<file path="config.mk">
export PLATFORM = sky130hd
export DESIGN_NAME = heap_sort_engine
export DESIGN_NICKNAME = d
export VERILOG_FILES = /design/src/rtl/hse_pkg.sv /design/src/rtl/hse_ram.sv /design/src/rtl/hse_seq.sv /design/src/rtl/heap_sort_engine.sv
export SDC_FILE = /design/constraint.sdc
export NUM_CORES = 2
export LEC_CHECK = 0
export BUFFER_PORTS_ARGS = -buffer_cell sky130_fd_sc_hd__buf_4
export CAP_MARGIN = 5
export CELL_PAD_IN_SITES_DETAIL_PLACEMENT = 0
export CELL_PAD_IN_SITES_GLOBAL_PLACEMENT = 2
export CORE_MARGIN = 2
export CORE_UTILIZATION = 52
export CTS_BUF_LIST = sky130_fd_sc_hd__clkbuf_8
export DETAILED_ROUTE_END_ITERATION = 10
export GPL_TIMING_DRIVEN = 0
export PLACE_DENSITY_LB_ADDON = 0.1
export SLEW_MARGIN = 15
export SYNTH_ARGS = -nofsm -noshare
export SYNTH_HDL_FRONTEND = slang
export SYNTH_HIERARCHICAL = 1
export SYNTH_SLANG_ARGS = --single-unit
</file>
<file path="constraint.sdc">
create_clock -name clk_i -period 8 [get_ports clk_i]
set_input_delay 0.4 -clock clk_i [delete_from_list [all_inputs] [get_ports clk_i]]
set_output_delay 0.4 -clock clk_i [all_outputs]
set_load 0.05 [all_outputs]
</file>
<file path="src/rtl/hse_pkg.sv">
// heap sort engine package: sizes and shared structs
// used by hse_ram, hse_seq, heap_sort_engine and hse_checker
package hse_pkg;

  localparam int DEPTH  = 64;
  localparam int ADDR_W = (DEPTH > 1) ? $clog2(DEPTH) : 1;
  localparam int CNT_W  = $clog2(DEPTH + 1);
  localparam int DATA_W = 32;

  // one write port and two read ports of the heap store
  typedef struct packed {
    logic              we;
    logic [ADDR_W-1:0] waddr;
    logic [DATA_W-1:0] wdata;
    logic [ADDR_W-1:0] raddr_a;
    logic [ADDR_W-1:0] raddr_b;
  } mem_req_t;

  // one sorted result on its way to the output register
  typedef struct packed {
    logic [DATA_W-1:0] data;
    logic              last;
    logic              ovf;
  } res_t;

endpackage

</file>
<file path="src/rtl/hse_ram.sv">
// heap store: one write port, two registered read ports
// depends on hse_pkg
module hse_ram (
  input  logic                   clk_i,
  input  hse_pkg::mem_req_t      req_i,
  output logic [hse_pkg::DATA_W-1:0] rdata_a_o,
  output logic [hse_pkg::DATA_W-1:0] rdata_b_o
);
  import hse_pkg::*;

  logic [DATA_W-1:0] mem_q [DEPTH];

  always_ff @(posedge clk_i) begin
    if (req_i.we) begin
      mem_q[req_i.waddr] <= req_i.wdata;
    end
    rdata_a_o <= mem_q[req_i.raddr_a];
    rdata_b_o <= mem_q[req_i.raddr_b];
  end

endmodule

</file>
<file path="src/rtl/hse_seq.sv">
// load / heapify / sort / emit sequencer around one shared signed comparator
// depends on hse_pkg, drives the hse_ram ports
module hse_seq (
  input  logic                       clk_i,
  input  logic                       rst_ni,
  input  logic                       in_valid_i,
  input  logic [hse_pkg::DATA_W-1:0] in_value_i,
  input  logic                       in_last_i,
  output logic                       in_ready_o,
  input  logic                       out_free_i,
  output logic                       res_push_o,
  output hse_pkg::res_t              res_o,
  output hse_pkg::mem_req_t          mem_req_o,
  input  logic [hse_pkg::DATA_W-1:0] rdata_a_i,
  input  logic [hse_pkg::DATA_W-1:0] rdata_b_i
);
  import hse_pkg::*;

  typedef enum logic [10:0] {
    S_LOAD    = 11'b000_0000_0001,
    S_BUILD   = 11'b000_0000_0010,
    S_FETCH   = 11'b000_0000_0100,
    S_LATCH   = 11'b000_0000_1000,
    S_ISSUE   = 11'b000_0001_0000,
    S_SEL     = 11'b000_0010_0000,
    S_CMP     = 11'b000_0100_0000,
    S_HEAP    = 11'b000_1000_0000,
    S_SWAP    = 11'b001_0000_0000,
    S_EMIT_RD = 11'b010_0000_0000,
    S_EMIT_WR = 11'b100_0000_0000
  } state_e;

  state_e            state_q, state_d;
  logic [CNT_W-1:0]  count_q, count_d;
  logic              dropped_q, dropped_d;
  logic [CNT_W-1:0]  idx_q, idx_d;
  logic [ADDR_W-1:0] pos_q, pos_d;
  logic [CNT_W-1:0]  len_q, len_d;
  logic [DATA_W-1:0] item_q, item_d;
  logic [DATA_W-1:0] child_q, child_d;
  logic [ADDR_W-1:0] cidx_q, cidx_d;
  logic              has_right_q, has_right_d;
  logic              build_q, build_d;

  logic [CNT_W:0]    kid_w;
  logic [CNT_W:0]    right_w;
  logic [CNT_W-1:0]  idx_m1;
  logic [CNT_W-1:0]  count_inc;
  logic [DATA_W-1:0] cmp_a, cmp_b;
  logic              cmp_lt;
  state_e            ret_state;

  assign kid_w     = {1'b0, pos_q, 1'b1};
  assign right_w   = kid_w + (CNT_W+1)'(1);
  assign idx_m1    = idx_q - CNT_W'(1);
  assign count_inc = count_q + CNT_W'(1);
  assign ret_state = build_q ? S_BUILD : S_HEAP;

  // the shared compare unit
  always_comb begin
    if (state_q == S_SEL) begin
      cmp_a = rdata_a_i;
      cmp_b = rdata_b_i;
    end else begin
      cmp_a = item_q;
      cmp_b = child_q;
    end
  end
  assign cmp_lt = $signed(cmp_a) < $signed(cmp_b);

  assign in_ready_o = (state_q == S_LOAD);

  always_comb begin
    state_d     = state_q;
    count_d     = count_q;
    dropped_d   = dropped_q;
    idx_d       = idx_q;
    pos_d       = pos_q;
    len_d       = len_q;
    item_d      = item_q;
    child_d     = child_q;
    cidx_d      = cidx_q;
    has_right_d = has_right_q;
    build_d     = build_q;
    mem_req_o   = '0;
    res_push_o  = 1'b0;
    res_o.data  = rdata_a_i;
    res_o.last  = (idx_q + CNT_W'(1)) == count_q;
    res_o.ovf   = dropped_q;

    case (state_q)
      S_LOAD: begin
        if (in_valid_i) begin
          if (count_q < CNT_W'(DEPTH)) begin
            mem_req_o.we    = 1'b1;
            mem_req_o.waddr = count_q[ADDR_W-1:0];
            mem_req_o.wdata = in_value_i;
            count_d         = count_inc;
          end else begin
            dropped_d = 1'b1;
          end
          if (in_last_i) begin
            idx_d   = count_d >> 1;
            build_d = 1'b1;
            state_d = S_BUILD;
          end
        end
      end
      S_BUILD: begin
        if (idx_q == '0) begin
          build_d = 1'b0;
          idx_d   = count_q;
          state_d = S_HEAP;
        end else begin
          pos_d   = idx_m1[ADDR_W-1:0];
          len_d   = count_q;
          idx_d   = idx_m1;
          state_d = S_FETCH;
        end
      end
      S_FETCH: begin
        mem_req_o.raddr_a = pos_q;
        state_d           = S_LATCH;
      end
      S_LATCH: begin
        item_d  = rdata_a_i;
        state_d = S_ISSUE;
      end
      S_ISSUE: begin
        if (kid_w >= {1'b0, len_q}) begin
          // leaf reached: settle the carried item here
          mem_req_o.we    = 1'b1;
          mem_req_o.waddr = pos_q;
          mem_req_o.wdata = item_q;
          state_d         = ret_state;
        end else begin
          mem_req_o.raddr_a = kid_w[ADDR_W-1:0];
          mem_req_o.raddr_b = right_w[ADDR_W-1:0];
          has_right_d       = right_w < {1'b0, len_q};
          state_d           = S_SEL;
        end
      end
      S_SEL: begin
        if (has_right_q && cmp_lt) begin
          child_d = rdata_b_i;
          cidx_d  = right_w[ADDR_W-1:0];
        end else begin
          child_d = rdata_a_i;
          cidx_d  = kid_w[ADDR_W-1:0];
        end
        state_d = S_CMP;
      end
      S_CMP: begin
        mem_req_o.we    = 1'b1;
        mem_req_o.waddr = pos_q;
        if (cmp_lt) begin
          // larger child moves up, continue one level down
          mem_req_o.wdata = child_q;
          pos_d           = cidx_q;
          state_d         = S_ISSUE;
        end else begin
          mem_req_o.wdata = item_q;
          state_d         = ret_state;
        end
      end
      S_HEAP: begin
        if (idx_q <= CNT_W'(1)) begin
          idx_d   = '0;
          state_d = S_EMIT_RD;
        end else begin
          mem_req_o.raddr_a = '0;
          mem_req_o.raddr_b = idx_m1[ADDR_W-1:0];
          state_d           = S_SWAP;
        end
      end
      S_SWAP: begin
        // root goes to the end, old tail entry is sifted from the root
        mem_req_o.we    = 1'b1;
        mem_req_o.waddr = idx_m1[ADDR_W-1:0];
        mem_req_o.wdata = rdata_a_i;
        item_d          = rdata_b_i;
        pos_d           = '0;
        len_d           = idx_m1;
        idx_d           = idx_m1;
        state_d         = S_ISSUE;
      end
      S_EMIT_RD: begin
        mem_req_o.raddr_a = idx_q[ADDR_W-1:0];
        state_d           = S_EMIT_WR;
      end
      S_EMIT_WR: begin
        mem_req_o.raddr_a = idx_q[ADDR_W-1:0];
        if (out_free_i) begin
          res_push_o = 1'b1;
          if (res_o.last) begin
            count_d   = '0;
            dropped_d = 1'b0;
            state_d   = S_LOAD;
          end else begin
            idx_d   = idx_q + CNT_W'(1);
            state_d = S_EMIT_RD;
          end
        end
      end
      default: begin
        state_d = S_LOAD;
      end
    endcase
  end

  always_ff @(posedge clk_i or negedge rst_ni) begin
    if (!rst_ni) begin
      state_q   <= S_LOAD;
      count_q   <= '0;
      dropped_q <= 1'b0;
      idx_q     <= '0;
      build_q   <= 1'b0;
    end else begin
      state_q   <= state_d;
      count_q   <= count_d;
      dropped_q <= dropped_d;
      idx_q     <= idx_d;
      build_q   <= build_d;
    end
  end

  always_ff @(posedge clk_i) begin
    pos_q       <= pos_d;
    len_q       <= len_d;
    item_q      <= item_d;
    child_q     <= child_d;
    cidx_q      <= cidx_d;
    has_right_q <= has_right_d;
  end

endmodule

</file>
<file path="src/rtl/heap_sort_engine.sv">
// heap sort engine top level: stream ports, output register
// depends on hse_pkg, hse_ram, hse_seq
//
// Collects signed 32-bit values, one per slave transaction, into a 64-entry
// store; the transaction with tlast closes the set. Values arriving with the
// store full are dropped and every result of that set then carries tuser = 1.
// After the closing transaction the block drops s_axis_tready_o, heapifies
// the set in place, sorts it, and emits one master transaction per held
// value in ascending order, tlast marking the largest. Loading accepts one
// value per cycle. Sorting is done by a single sequencer that owns one
// signed comparator and a dual-read, single-write store with registered
// read data: each sift step runs child read, child select and compare
// against the carried item, each build sift adds index step, item fetch
// and item latch, and each root swap adds the read of root and tail entry
// and the write of the root to the end. Emission reads one result from the
// store and pushes it into the output register once that is free, before
// it reads the next, so master stalls hold it back. tready returns as soon
// as the last result has been loaded into the output register, so the next
// set can be loaded while that result waits to be taken.
module heap_sort_engine (
  input  logic                       clk_i,
  input  logic                       rst_ni,
  // slave side
  input  logic                       s_axis_tvalid_i,
  output logic                       s_axis_tready_o,
  input  logic [hse_pkg::DATA_W-1:0] s_axis_tdata_i,  // [31:0] value
  input  logic                       s_axis_tlast_i,  // last_item
  // master side
  output logic                       m_axis_tvalid_o,
  input  logic                       m_axis_tready_i,
  output logic [hse_pkg::DATA_W-1:0] m_axis_tdata_o,  // [31:0] sorted_value
  output logic                       m_axis_tlast_o,  // last_result
  output logic                       m_axis_tuser_o   // [0] overflow
);
  import hse_pkg::*;

  mem_req_t          mem_req;
  logic [DATA_W-1:0] rdata_a;
  logic [DATA_W-1:0] rdata_b;
  logic              res_push;
  res_t              res;
  logic              out_free;

  logic              out_valid_q;
  res_t              out_q;

  // output register can take a result when empty or being drained
  assign out_free = !out_valid_q || m_axis_tready_i;

  hse_ram u_ram (
    .clk_i     (clk_i),
    .req_i     (mem_req),
    .rdata_a_o (rdata_a),
    .rdata_b_o (rdata_b)
  );

  hse_seq u_seq (
    .clk_i      (clk_i),
    .rst_ni     (rst_ni),
    .in_valid_i (s_axis_tvalid_i),
    .in_value_i (s_axis_tdata_i),
    .in_last_i  (s_axis_tlast_i),
    .in_ready_o (s_axis_tready_o),
    .out_free_i (out_free),
    .res_push_o (res_push),
    .res_o      (res),
    .mem_req_o  (mem_req),
    .rdata_a_i  (rdata_a),
    .rdata_b_i  (rdata_b)
  );

  // output register valid
  always_ff @(posedge clk_i or negedge rst_ni) begin
    if (!rst_ni) begin
      out_valid_q <= 1'b0;
    end else if (res_push) begin
      out_valid_q <= 1'b1;
    end else if (m_axis_tready_i) begin
      out_valid_q <= 1'b0;
    end
  end

  // output payload, no reset needed
  always_ff @(posedge clk_i) begin
    if (res_push) begin
      out_q <= res;
    end
  end

  assign m_axis_tvalid_o = out_valid_q;
  assign m_axis_tdata_o  = out_q.data;
  assign m_axis_tlast_o  = out_q.last;
  assign m_axis_tuser_o  = out_q.ovf;

endmodule

</file>
==> impl_results.md <==
* R2R Path Start: u_seq/state_q[2]
* Critical-path cell list: or4_1, buf_2, or3_1, a21oi_1, a222oi_1, inv_1, buf_4, buf_4, buf_2, buf_2, nand3_1, o221ai_1, a21oi_1, nor2_1, o22ai_1
* Number of global-route vias before repair at 64000
* Share of layout cells above drive strength 1 at 37.7%
* Setup CP Type: flop to flop
* CTS tree: built
* DRC Markers at 0
* GP Congestion at 1.07
* Mapped Nets at 5415
* Port bufs at 72
* Top cell by count, worst path: buf_2
* Power consumption at 0.0288 W
* Required time worst endpoint at 8.96 ns
* WP buf/inv at 6
* Lkg Pwr at 37.9 nW
* Clock Skews at 0.0844 ns
* Hold Path End: u_ram/mem_q[36][12]
* Setup TNS at 0 ns
* Commonest non-fill, non-tap cells in the layout: 2166 x edfxtp_1, 1124 x mux4_2, 403 x clkbuf_8, 236 x mux2i_1, 233 x nand2_1
* Hold path depth at 4
* Worst hold path type: input port to flop
* Tcrit/Tclk final at 96.1%
* Setup ws final at 0.312 ns
* Final Hold Viols at 0
* P per Cell Area at 238 mW/mm²
* Clock tree root buffer cell: clkbuf_8
* Chip Width at 454 µm
* Post-synth ARST share at 1.24%
* Total setup buffers inserted after CTS at 0
* Synthesis-to-layout area growth at 14.8%
* FILL cells at 14800
* Fmax at 0.130 GHz
* GRT Total Usage at 45.0%
* Status: finished clean
* Post-route cell area at 0.121 mm²
* Synth cell types at 78
* Post-cts resize count at 0
* # H-tree levels at 5
* Top cells by area in the synthesized netlist: edfxtp_1 62%, mux4_2 24%, mux2i_1 2.3%, dfxtp_1 1.2%, nand2_1 0.83%
* Max Cap Viol at 0
* Initial antenna violation count at 58
* Number of flops mapped to enable cells by yosys at 2166
* Area leader, netlist: edfxtp_1
* Worst Setup Start Kind: flop
* Avg Inst Size Synth at 19.8 µm²
* Cells after Synth at 5330
* Min Hold Slack at 0.122 ns
* Slew Limit Fails at 0
* Die Height at 454 µm
* First-pass GRT wire length at 597000 µm
* Worst-skew pair later-pin latency at 1.15 ns
* Sequential area share after synthesis at 63.6%
* Initial DRC count at 13800
* Pre-CTS WS at 0.941 ns
* Worst Tran Pin Value at 1.45 ns
* Cell area after synthesis at 0.105 mm²
* Remaining Overflow, GRT at 0
* Worst Hold Launch: s_axis_tdata_i[12]
* Std-Cell Rows at 165
* Clock Tree Buf Depth at 4
* WL/cell at 51.6 µm
* Core Box Area at 0.202 mm²
* Pre-Repair DR Iteration Count at 9
* Worst path max stage delay at 1.14 ns
* CTS Hold Bufs at 9
* Fin crit period at 7.69 ns
* Routed WL at 462000 µm
* Slowest CP cell: nand3_1
* R2r endpoint: u_ram/rdata_a_o[19]
* RSZ-0062 raised after global routing: no
* Pin count of the biggest net entering global routing at 65
* Nets@finish at 6065
* Num CTS Buffers at 387
* Post-DP Area at 0.114 mm²
* HPWL after DPL at 334000 µm
* Crit-path leading delay family: buffers and inverters
* Final ANT Viol Nets at 0
* Starting density of the core at 52.2%
* Die footprint at 0.206 mm²
* Clk sink count at 2258
* Maximum vdd drop at 0.179 mV
* Setup violations, final at 0
* Synth warnings at 6
* R2r setup slk at 0.31 ns
* Worst path arrival time at 8.64 ns
* Slew HR at 3.57%
* Critical Path End Type: flop
* DR vias at 68900
* Commonest non-fill, non-tap cell in the layout: edfxtp_1
* CTS clk-pin slew, worst paths at 0.07 ns
* Routed vias/inst at 7.69
* Ys flop type: edfxtp_1
* IO Count at 73
* Synth top area share at 61.7%
* Worst-path maximum fanout at 11
* R2R depth at 15
* Register bit total from synthesis at 2258
[power by group]
part	switching, W	total [W]	internal [W]
sequential	0.000348	0.0143	0.0139
clock	0.00486	0.00986	0.00500
combinational	0.00332	0.00470	0.00138
total	0.00852	0.0288	0.0203
[kinds of logic after synthesis]
logic type | Yosys count | synth area share (%)
fa+ha+maj | 48 | 0.570
xor+xnor | 28 | 0.300
mux | 1467 | 27.4
compound gates | 530 | 3.60
flops | 2258 | 63.6
buf+inv | 460 | 2.20
simple gates | 539 | 2.36
[sequential cells by signal, summed over array words and instances, names as in the netlist, 11 cells and up]
name / flops
m_axis_tdata_o: 32
u_ram/mem_q: 2048
u_ram/rdata_a_o: 32
u_ram/rdata_b_o: 32
u_seq/child_q: 32
u_seq/item_q: 32
u_seq/state_q: 11
[how the worst max path moves through the flow]
stage / slack, ns / cells past startpoint / to / startpoint
4_1_cts: 0.91 / 16 / u_ram/mem_q[52][14] / u_seq/state_q[9]
2_1_floorplan: 2.05 / 12 / u_ram/mem_q[48][0] / u_seq/state_q[2]
3_5_place_dp: 0.94 / 16 / u_ram/mem_q[63][14] / u_seq/state_q[9]
6_report: 0.31 / 15 / u_ram/rdata_a_o[19] / u_seq/state_q[2]
3_3_place_gp: -2.63 / 12 / u_ram/mem_q[49][11] / u_seq/state_q[2]
5_1_grt: 0.63 / 15 / u_ram/mem_q[42][27] / u_seq/state_q[9]
[Yosys cell counts (48+ instances only)]
cell type  instances
edfxtp_1        2166
mux4_2          1124
mux2i_1          238
nand2_1          233
clkbuf_1         172
nor2_1           136
buf_2            131
buf_4             92
a22oi_1           89
a21oi_1           78
mux2_2            76
dfxtp_1           64
o22ai_1           62
ha_1              48
[stage by stage]
stage / util [%] / instances
2_1_floorplan: - / 5330
6_report: 59.9 / 8966
3_3_place_gp: 54.1 / 8074
4_1_cts: 59.8 / 8935
3_5_place_dp: 56.3 / 8248
5_1_grt: 59.9 / 8942
[tightest hold or removal path, stage by stage]
cell and delay [ns]:
buf_4 0.08, a22o_1 0.17, a221o_4 0.15, buf_16 0.26
[area by class of cell]
type	instances	area, µm²	area share [%]
flip-flops and latches	2258	67000	55.4
multi-input cells	2612	36900	30.5
clock buffers	403	5550	4.58
repair buffers	261	4270	3.53
well taps	2672	3340	2.76
plain buffers	437	2300	1.90
clock inverters	275	1440	1.19
inverters	23	86.3	0.0714
diodes	25	62.6	0.0517
[routing by layer]
layer  global-route usage, %  up-vias  wire (µm)
li1                        -    24400          -
met1                    56.4    36200     151000
met2                    61.3     6961     191000
met3                    23.5     1435      83100
met4                    28.6       22      37000
met5                   0.560        -        456
Note: power is estimated with default switching activity, not from simulation.
